<file path="config.mk">
export PLATFORM = sky130hd
export DESIGN_NAME = i2c_slave_register_file
export DESIGN_NICKNAME = d
export VERILOG_FILES = /design/src/hdl/i2cs_pkg.sv /design/src/hdl/i2c_slave_register_file.sv
export SDC_FILE = /design/constraint.sdc
export NUM_CORES = 1
export LEC_CHECK = 0
export ABC_AREA = 1
export BUFFER_PORTS_ARGS = -buffer_cell sky130_fd_sc_hd__buf_2
export CAP_MARGIN = 20
export CORE_MARGIN = 8
export CORE_UTILIZATION = 40
export DETAILED_ROUTE_END_ITERATION = 10
export SLEW_MARGIN = 20
export SYNTH_ARGS = -nofsm -noshare
export SYNTH_HDL_FRONTEND = slang
export SYNTH_SLANG_ARGS = --single-unit
</file>
<file path="constraint.sdc">
create_clock -name clk -period 12 [get_ports clk]
set_clock_uncertainty 0.05 [all_clocks]
set_input_delay 1.8 -clock clk [delete_from_list [all_inputs] [get_ports clk]]
set_output_delay 1.8 -clock clk [all_outputs]
set_load 0.1 [all_outputs]
</file>
<file path="src/hdl/i2cs_pkg.sv">
// Types and constants shared by the two-wire slave register file.
package i2cs_pkg;

  // Register file geometry, fixed by the width of the reported register index
  localparam int NUM_REGS  = 5;
  localparam int REG_IDX_W = 3;

  localparam logic [6:0] DEV_ADDR_RESET = 7'h10;
  localparam logic [7:0] REG1_RESET     = 8'h83;

  // Scaled reciprocal of NUM_REGS, rounded up; exact quotients for seven-bit
  // map values while NUM_REGS stays at or below eight
  localparam int MAP_RECIP_SHIFT = 10;
  localparam int MAP_RECIP       = ((1 << MAP_RECIP_SHIFT) + NUM_REGS - 1) / NUM_REGS;

  typedef enum logic [2:0] {
    PH_IDLE     = 3'd0,
    PH_SELECT   = 3'd1,
    PH_MAP      = 3'd2,
    PH_WRITE    = 3'd3,
    PH_READ_ACK = 3'd4,
    PH_READ     = 3'd5
  } phase_t;

  typedef logic [REG_IDX_W-1:0] reg_idx_t;

  // Reduce a seven-bit map value modulo NUM_REGS: quotient by reciprocal
  // multiplication, then subtract the multiple back out
  function automatic reg_idx_t map_reduce(input logic [6:0] value);
    logic [17:0] prod;
    logic [6:0]  quot;
    logic [6:0]  rem;
    prod = {11'd0, value} * 18'(MAP_RECIP);
    quot = prod[MAP_RECIP_SHIFT +: 7];
    rem  = value - 7'(quot * NUM_REGS);
    return rem[REG_IDX_W-1:0];
  endfunction

  // Step the register index, wrapping at NUM_REGS
  function automatic reg_idx_t idx_advance(input reg_idx_t idx);
    if (idx == REG_IDX_W'(NUM_REGS - 1)) begin
      return '0;
    end
    return idx + REG_IDX_W'(1);
  endfunction

endpackage

</file>
<file path="src/hdl/i2c_slave_register_file.sv">
// Two-wire bus slave with a small register file, driven by line-change events.
//
// Usage:
//   Each input transfer (opcode, line_level) reports a new level on the data
//   line (opcode 0) or the clock line (opcode 1). Start and stop conditions
//   are seen as data changes while the clock is high. The slave matches the
//   address byte against device_address, takes a map byte on writes, then
//   writes data bytes or shifts register bytes out MSB first on reads.
//   Every input transfer produces exactly one output transfer carrying the
//   data level the slave drives (1 = released) and a register-write strobe
//   with its index and value.
//   Timing: the state update is a single registered pass, so a result appears
//   in the cycle after its input transfer, and one input is taken every cycle unless a result is held.
//   The output register is the only buffering: while a result is held by
//   out_stall, in_stall is raised and the next item waits at the input.
//   Configuration: cfg_write loads cfg_data into the device address; write it
//   only while no transfer is outstanding.
//   Reset (rst, synchronous): the bus state returns to idle with the data
//   line released, the address becomes 0x10, register 1 becomes 0x83 and the
//   other registers clear. No output transfer is pending after reset.
module i2c_slave_register_file
  import i2cs_pkg::*;
(
  input  logic       clk,
  input  logic       rst,
  // configuration
  input  logic       cfg_write,
  input  logic [6:0] cfg_data,
  // line-change events
  input  logic       in_valid,
  output logic       in_stall,
  input  logic       opcode,
  input  logic       line_level,
  // results
  output logic       out_valid,
  input  logic       out_stall,
  output logic       sda_out,
  output logic       reg_write,
  output logic [2:0] reg_index,
  output logic [7:0] reg_value
);

  // Bus state
  logic [6:0] device_address;
  logic       clock_level,    clock_level_next;
  logic       data_in_level,  data_in_level_next;
  logic       data_out_level, data_out_level_next;
  phase_t     phase,          phase_next;
  logic [3:0] bit_count,      bit_count_next;
  logic [7:0] shifter,        shifter_next;
  logic       ptr_auto,       ptr_auto_next;   // map byte bit 7: auto-increment
  reg_idx_t   ptr_index,      ptr_index_next;  // always kept below NUM_REGS
  logic [7:0] regs [NUM_REGS];

  logic       wr_next;
  reg_idx_t   wr_idx_next;
  logic [7:0] wr_val_next;
  logic [7:0] rd_byte;
  logic       in_take;

  // Hold the input whenever a finished result is still waiting
  assign in_stall = out_valid && out_stall;
  assign in_take  = in_valid && !in_stall;

  assign rd_byte = regs[ptr_index];

  always_comb begin
    clock_level_next    = clock_level;
    data_in_level_next  = data_in_level;
    data_out_level_next = data_out_level;
    phase_next          = phase;
    bit_count_next      = bit_count;
    shifter_next        = shifter;
    ptr_auto_next       = ptr_auto;
    ptr_index_next      = ptr_index;
    wr_next             = 1'b0;
    wr_idx_next         = '0;
    wr_val_next         = '0;

    if (!opcode) begin
      // Data line: start or stop only while the clock is high
      if (line_level != data_in_level) begin
        data_in_level_next = line_level;
        if (clock_level) begin
          if (line_level) begin
            phase_next = PH_IDLE;
          end else begin
            phase_next     = PH_SELECT;
            bit_count_next = '0;
          end
          data_out_level_next = 1'b1;
        end
      end
    end else if (line_level != clock_level) begin
      clock_level_next = line_level;
      unique case (phase)
        PH_SELECT, PH_MAP, PH_WRITE: begin
          if (bit_count < 4'd8) begin
            if (line_level) begin
              shifter_next   = {shifter[6:0], data_in_level};
              bit_count_next = bit_count + 4'd1;
            end
          end else if (line_level) begin
            bit_count_next = bit_count + 4'd1;
          end else if (bit_count == 4'd8) begin
            // Byte complete on the falling clock: act on it and drive the ack unless the address does not match
            unique case (phase)
              PH_SELECT: begin
                if (shifter[7:1] != device_address) begin
                  phase_next = PH_IDLE;
                end else if (!shifter[0]) begin
                  phase_next          = PH_MAP;
                  data_out_level_next = 1'b0;
                end else begin
                  phase_next          = PH_READ_ACK;
                  data_out_level_next = 1'b0;
                end
              end
              PH_MAP: begin
                ptr_auto_next       = shifter[7];
                ptr_index_next      = map_reduce(shifter[6:0]);
                phase_next          = PH_WRITE;
                data_out_level_next = 1'b0;
              end
              default: begin
                wr_next             = 1'b1;
                wr_idx_next         = ptr_index;
                wr_val_next         = shifter;
                data_out_level_next = 1'b0;
                if (ptr_auto) begin
                  ptr_index_next = idx_advance(ptr_index);
                end
              end
            endcase
          end else begin
            // End of the ack slot: release the line
            bit_count_next      = '0;
            data_out_level_next = 1'b1;
          end
        end
        PH_READ_ACK: begin
          bit_count_next = '0;
          phase_next     = PH_READ;
        end
        PH_READ: begin
          if (bit_count < 4'd8) begin
            if (line_level) begin
              bit_count_next = bit_count + 4'd1;
            end else if (bit_count == '0) begin
              // First bit of a byte: fetch the register
              data_out_level_next = rd_byte[7];
              shifter_next        = {rd_byte[6:0], 1'b0};
              if (ptr_auto) begin
                ptr_index_next = idx_advance(ptr_index);
              end
            end else begin
              data_out_level_next = shifter[7];
              shifter_next        = {shifter[6:0], 1'b0};
            end
          end else if (line_level) begin
            // Master's ack sampled: a high level ends the read
            if (data_in_level) begin
              phase_next = PH_IDLE;
            end
            bit_count_next = '0;
          end else begin
            data_out_level_next = 1'b1;
          end
        end
        default: begin
        end
      endcase
    end
  end

  // State and control registers
  always_ff @(posedge clk) begin
    if (rst) begin
      device_address <= DEV_ADDR_RESET;
      clock_level    <= 1'b0;
      data_in_level  <= 1'b0;
      data_out_level <= 1'b1;
      phase          <= PH_IDLE;
      bit_count      <= '0;
      shifter        <= '0;
      ptr_auto       <= 1'b0;
      ptr_index      <= '0;
      out_valid      <= 1'b0;
    end else begin
      if (cfg_write) begin
        device_address <= cfg_data;
      end
      if (in_take) begin
        clock_level    <= clock_level_next;
        data_in_level  <= data_in_level_next;
        data_out_level <= data_out_level_next;
        phase          <= phase_next;
        bit_count      <= bit_count_next;
        shifter        <= shifter_next;
        ptr_auto       <= ptr_auto_next;
        ptr_index      <= ptr_index_next;
        out_valid      <= 1'b1;
      end else if (!out_stall) begin
        out_valid <= 1'b0;
      end
    end
  end

  // Register file
  always_ff @(posedge clk) begin
    if (rst) begin
      for (int i = 0; i < NUM_REGS; i++) begin
        regs[i] <= (i == 1) ? REG1_RESET : 8'h00;
      end
    end else if (in_take && wr_next) begin
      regs[wr_idx_next] <= wr_val_next;
    end
  end

  // Result register: payload needs no reset
  always_ff @(posedge clk) begin
    if (in_take) begin
      sda_out   <= data_out_level_next;
      reg_write <= wr_next;
      reg_index <= wr_idx_next;
      reg_value <= wr_val_next;
    end
  end

`ifndef SYNTHESIS
  // The stored pointer never leaves the register file
  a_ptr_range: assert property (@(posedge clk) disable iff (rst)
    ptr_index < REG_IDX_W'(NUM_REGS))
    else $error("map pointer out of range");

  // A register write on an accepted item is reported in the next result
  a_write_reported: assert property (@(posedge clk) disable iff (rst)
    (in_take && wr_next) |=> (out_valid && reg_write))
    else $error("register write not reported");

  // A reported write names a register that exists
  a_write_index: assert property (@(posedge clk) disable iff (rst)
    (out_valid && reg_write) |-> (reg_index < REG_IDX_W'(NUM_REGS)))
    else $error("reported register index out of range");
`endif

endmodule

</file>
==> results by group, run 1 <==
STA
  – Worst Slack Setup Final: approximately 7600 ps
  – Minimum clock period: 4410 ps
  – RSZ-0062 raised after global routing: no
  – Max Freq: 0.227 GHz
  – Final Cycle Share: a little under two fifths
  – Max-slew violations: 0
  – Final setup vio count: 0
  – Worst-margin pin slew: between 900 and 1000 ps
  – Setup TNS: 0 ps
  – Max_slew headroom: a little over a third
  – Final hold violation count: 0

Routing
  – Initial DRC Count: approximately 340
  – # DRC: 0
  – Remaining antenna violation count after routing: 0
  – Drt wl/cell: 16.6 um
  – Via/cell ratio: between 5 and 6
  – DRT Wirelength: around 15 mm
  – Via Count: ~4700
  – First drt pass iteration count: 5

Clock network
  – CTS Hold Bufs: 0
  – Maximum buffer depth of the clock tree: 2
  – CTS tree: built
  – Post-CTS resize count: 0
  – # H-tree levels: 3
  – CTS root buf: clkbuf_16
  – Clk pin slew, worst setup/hold paths: around 70 ps
  – Clock sink count: 110
  – Total CTS buffers: 9
  – Setup bufs post-CTS: 0
  – Skew-Pair Late Insertion Delay: approximately 360 ps

Synth
  – Post-Synthesis Cell Area: around 6100 um^2
  – YS warnings: 0
  – Async S/R FF share, synth: 0%
  – Synth area leader: edfxtp_1
  – Synth Instances: between 600 and 700
  – #FFs+latches synth: 110
  – Syn Area/Cell: roughly 8.9 um^2
  – Syn_nets: 740
  – Yosys cell types: between 40 and 50
  – Synth area leaders: edfxtp_1, dfxtp_1, ha_1
  – Most common cell in the netlist: nand2_1
  – Seq/Total Area, Yosys: between 40 and 50%
  – Share of the synthesized area in the top cell type: 38.0%
  – Most frequent cells after synthesis: nand2_1, nor2_1, inv_1
  – Synth Flop Type: edfxtp_1
  – Number of flops mapped to enable cells by yosys: 77

Final layout
  – # nets final: ~760
  – N_diodes: 0
  – Layout cell share with drive strength beyond 1: between 10% and 20%
  – Syn-to-layout area delta: 9.89%
  – Fin area: approximately 6700 um^2

Worst setup path
  – Arrival time worst endpoint: 4640 ps
  – Crit. End Element: flip-flop
  – Crit path kind: flip-flop to flip-flop
  – CP required: 12230 ps
  – CP Launch Type: flip-flop
  – Crit path max fanout: 6

Pwr
  – VDD IR max: roughly 75 uV
  – Pleak: 2.77 nW
  – PD cells: between 100 and 150 nW/um^2

Global routing
  – Vias in the first global route: around 4800
  – Initial antenna violation count: 0
  – Grt total ovfl: 0
  – GRT Overall Usage: 15.7%
  – First-pass GRT wire length: 24.4 mm
  – Largest net degree at the start of global routing: 34

Outcome
  – Outcome: finished, final reports clean

Worst hold path
  – Hold WC Path Type: flip-flop to flip-flop

Floorplanning
  – Core ar.: 15000 um^2
  – Die width: 139 um
  – Die height: 139 um
  – Starting Density: between 40% and 50%
  – IO Pins: 29
  – Die Footprint: between 15000 and 20000 um^2
  – Core Rows: between 40 and 50

Place
  – Placed cell area: 6380 um^2
  – GPL Wtd Cong: between 0.8 and 0.9
  – PortBufs: 28
  – DP HPWL: about 11 mm
  – Dpl ws: about 7500 ps

Run
  – Max-cap viol count: 0
==> sequential cells by signal, indices dropped and copies added (netlist names), named ones only <==
register        flops
bit_count           4
clock_level         1
data_in_level       1
data_out_level      1
device_address      7
out_valid           1
phase               3
ptr_auto            1
ptr_index           3
reg_index           3
reg_value           8
reg_write           1
regs               64
sda_out             1
shifter             8
==> metal layers <==
metal / part of all wire, % / wire, um / global-route usage [%]
met2: 48 / 7190 / 26.0
met3: 5.3 / 796 / 3.01
met5: 0 / 0 / 0
met4: 1.7 / 256 / 5.60
met1: 45 / 6640 / 20.2
==> path summary, 6_finish.rpt <==
kind / startpoint / to / slack (ps) / depth (start not counted)
max: shifter[5] / ptr_index[2] / 7590 / 18
max reg2reg: shifter[5] / ptr_index[2] / 7590 / 18
min reg2reg: ptr_auto / ptr_auto / 420 / 2
min: ptr_auto / ptr_auto / 420 / 2
==> area by class of cell <==
cell class / count / area (um^2)
fill: 1484 / 8350
clock buffer: 10 / 229
timing repair buffer: 32 / 170
tap: 188 / 235
clock inverter: 6 / 67.6
inverter: 91 / 348
multi-input combinational: 459 / 2660
sequential: 110 / 2970
==> power breakdown <==
part / internal, mW / switching (mW)
sequential: 0.414 / 0.00744
clock: 0.164 / 0.142
combinational: 0.0198 / 0.0590
==> worst max-delay path, cell delays in order, from the launching register on <==
cell	delay [ps]
dfxtp_1	460
inv_1	160
ha_1	370
fa_1	430
inv_1	80
fa_1	420
ha_1	300
ha_1	310
a21o_1	190
nor2_1	140
nand3_1	120
nand2_1	150
ha_1	160
inv_1	50
fa_1	400
nand3b_1	190
nand3_1	100
nand3_1	70
a21oi_1	170
==> placed cells by master (no fill, tap or decap), drive strengths merged <==
cell type,instances
buf,32
a211oi,4
fa,9
and3,2
edfxtp,77
clkbuf,10
clkinv,4
o22ai,10
o31ai,1
dfxtp,33
nand3,33
ha,36
o211ai,1
inv,92
o21ai,62
o221ai,4
a21oi,32
a22oi,3
nand3b,1
a31oi,2
nand4,4
or2,1
nor2,117
bufinv,1
nor3,8
o2111ai,2
a21o,1
xnor2,5
o21a,1
xor2,5
nor4,1
nand2,112
o21bai,2
==> through the flow <==
stage | total power, mW | hold WS (ps) | utilization, % | instances
floorplan | 0.490 | 383 | - | 681
global placement | 0.509 | 402 | 42.5 | 880
detailed placement | 0.510 | 418 | 42.5 | 880
CTS | 0.810 | 429 | 44.4 | 896
global route | 0.834 | 458 | 44.5 | 896
finish | 0.806 | 424 | 44.5 | 896
==> cell families after synthesis <==
group	after synthesis	synth area share [%]
buffers and inverters	112	7.44
XOR/XNOR	10	1.56
adder cells (fa/ha/maj)	45	10.4
AND/OR/NAND/NOR	279	20.3
flip-flops	110	48.9
AO/OA/AOI/OAI	125	11.5
(Power assumes the default switching activity.)
==> run 2, diff against run 1 <==
==> constraint.sdc (replaced) <==
create_clock -name clk -period 3.9 [get_ports clk]
set_clock_uncertainty 0.05 [all_clocks]
set_input_delay 0.585 -clock clk [delete_from_list [all_inputs] [get_ports clk]]
set_output_delay 0.585 -clock clk [all_outputs]
set_load 0.1 [all_outputs]
==> run 2 against run 1 <==
Cell count increased by 3.1%. Critical path depth increased by 4. Total power increased to 3.0 times the previous value. Non-clock buffer count increased by 28. First-iteration DRC count decreased by 9.8%. Cell area increased by 5.0%. Global-route usage increased by 0.27 points. Critical path type unchanged. Sequential share of layout area decreased by 2.0 points. Flip-flop and latch count unchanged. Fmax increased by 7.6%. Worst setup slack got worse by 7800 ps. Sequential power increased to 3.1 times the previous value. Largest cell class unchanged. The run now ends with setup timing left. Largest power group unchanged.
==> results by group, run 2 (synthesized netlist as in run 1, its figures left out) <==
Final layout
  – Largest Register: regs
  – Max reg flops: 64
  – Most frequent cells in the layout: nand2_1, nor2_1, inv_1, edfxtp_1, o21ai_0
  – Syn-to-layout area delta: 15.3%
  – Fin area: 7020 um^2
  – # nets final: 790
  – Layout Cells excl Fill: a little over 900
  – Finished Core Util: 46.7%
  – N_diodes: 0
  – Largest registers: regs x64, reg_value x8, shifter x8
  – Layout cell share with drive strength beyond 1: between 10% and 20%

Run
  – Max-cap viol count: 0

Worst setup path
  – CP Launch Type: flip-flop
  – CP required: 4130 ps
  – Arrival time worst endpoint: between 4000 and 5000 ps
  – Flop2flop setup slack: -200 ps
  – Crit path max fanout: 4
  – Crit path kind: flip-flop to flip-flop
  – Crit. End Element: flip-flop

Global routing
  – GRT Overall Usage: 16.0%
  – Largest net degree at the start of global routing: 32
  – Initial antenna violation count: 0
  – Grt total ovfl: 0
  – First-pass GRT wire length: 24.8 mm
  – Vias in the first global route: 4946

Clock network
  – CTS tree: built
  – Maximum buffer depth of the clock tree: 2
  – Clock sink count: 110
  – # H-tree levels: 3
  – CTS root buf: clkbuf_16
  – Total CTS buffers: 9
  – Skew-Pair Late Insertion Delay: 360 ps
  – Clk pin slew, worst setup/hold paths: 70 ps
  – CTS Hold Bufs: 0

STA
  – Final setup vio count: 4
  – Minimum clock period: 4100 ps
  – Max_slew headroom: about three fifths
  – Max-slew violations: 0
  – Worst Slack Setup Final: -198 ps
  – RSZ-0062 raised after global routing: yes
  – Final hold violation count: 0
  – Final Cycle Share: 105%
  – Max Freq: 0.244 GHz
  – Worst-margin pin slew: between 600 and 700 ps

Routing
  – Drt wl/cell: 16.4 um
  – DRT Wirelength: 15.2 mm
  – Remaining antenna violation count after routing: 0
  – Initial DRC Count: around 300
  – First drt pass iteration count: 5
  – Via/cell ratio: around 5.3
  – Via Count: 4867
  – # DRC: 0

Pwr
  – Register share of total power: ~53%
  – Pleak: about 3 nW
  – VDD IR max: 207 uV
  – Clock group share of total power: a little over a third
  – Combinational share of power: 10.7%
  – PD cells: between 300 and 400 nW/um^2
  – Sw Ratio: between 20% and 30%
  – Tot Pwr: between 2 and 2.5 mW
  – Pint: between 1.5 and 2 mW
  – Psw: 0.638 mW

Worst hold path
  – Hold WC Path Type: primary input to flip-flop

Place
  – PortBufs: 28
  – DP HPWL: around 11 mm
  – Cells after DPL: about 900
  – GPL Wtd Cong: between 0.8 and 0.9
  – Placed cell area: 6580 um^2

Outcome
  – Outcome: finished, violations left
  – Failing checks: setup timing

Floorplanning
  – Core ar.: roughly 15000 um^2
  – Starting Density: between 40% and 50%
  – Core Rows: 45
  – IO Pins: 29
  – Die width: ~140 um
  – Die height: 139 um
  – Die Footprint: approximately 19000 um^2
-- run 2: power by group through the flow --
stage / clock network, mW / logic (mW) / registers, mW
floorplan: 0 / 0.139 / 1.37
global placement: 0 / 0.249 / 1.32
detailed placement: 0 / 0.251 / 1.32
CTS: 0.890 / 0.257 / 1.29
global route: 0.927 / 0.285 / 1.30
finish: 0.869 / 0.260 / 1.29
-- run 2: routing by layer --
metal	GRT usage, %	up-vias	share of wire [%]
li1	-	2376	-
met1	20.2	2339	46
met2	26.6	125	48
met3	2.56	27	4.5
met4	6.87	0	2.3
met5	0	-	0
-- run 2: metrics by stage --
| step | hold WS [ps] | TNS [ps] | worst slack, ps |
|---|---|---|---|
| after global placement | 399 | -466 | -122 |
| after CTS | 408 | -575 | -150 |
| after global routing | 430 | -2050 | -419 |
| after floorplan | 383 | 0 | 13.5 |
| after detailed placement | 412 | -809 | -217 |
| final | 411 | -767 | -198 |
-- run 2: path summary, 6_finish.rpt --
check,startpoint,endpoint,cells past startpoint
setup reg to reg,shifter[5],ptr_index[2],22
setup / recovery,shifter[5],ptr_index[2],22
hold / removal,cfg_data[4],device_address[4],3
hold reg to reg,device_address[5],device_address[5],2
-- run 2: critical path: stages, from the launching register on --
cell and delay, ps:
dfxtp_4 370, ha_4 270, inv_2 40, fa_1 540
inv_2 60, ha_4 260, inv_2 30, fa_1 510
inv_2 50, ha_4 220, a21oi_4 130, nor2_2 50
nor2_2 130, nand2_1 100, nand2_2 100, nand2_4 90
nand2_4 80, o21ai_4 60, fa_2 380, nand3b_1 180
nand3_1 110, nand3_2 70, a21oi_2 150
-- run 2: layout make-up --
class                   instances  area, um^2
fillers                      1407        8020
flip-flops and latches        110        2980
multi-input cells             459        2800
repair buffers                 60         380
inverters                      91         348
well taps                     188         235
clock buffers                  10         229
clock inverters                 6        46.3
-- run 2: what timing repair did --
item,4_1_cts,5_1_grt
setup endpoints to repair,6,6
pin swaps,12,13
buffers inserted,6,1
gates resized for setup,12,16
endpoints found under the hold margin,0,0
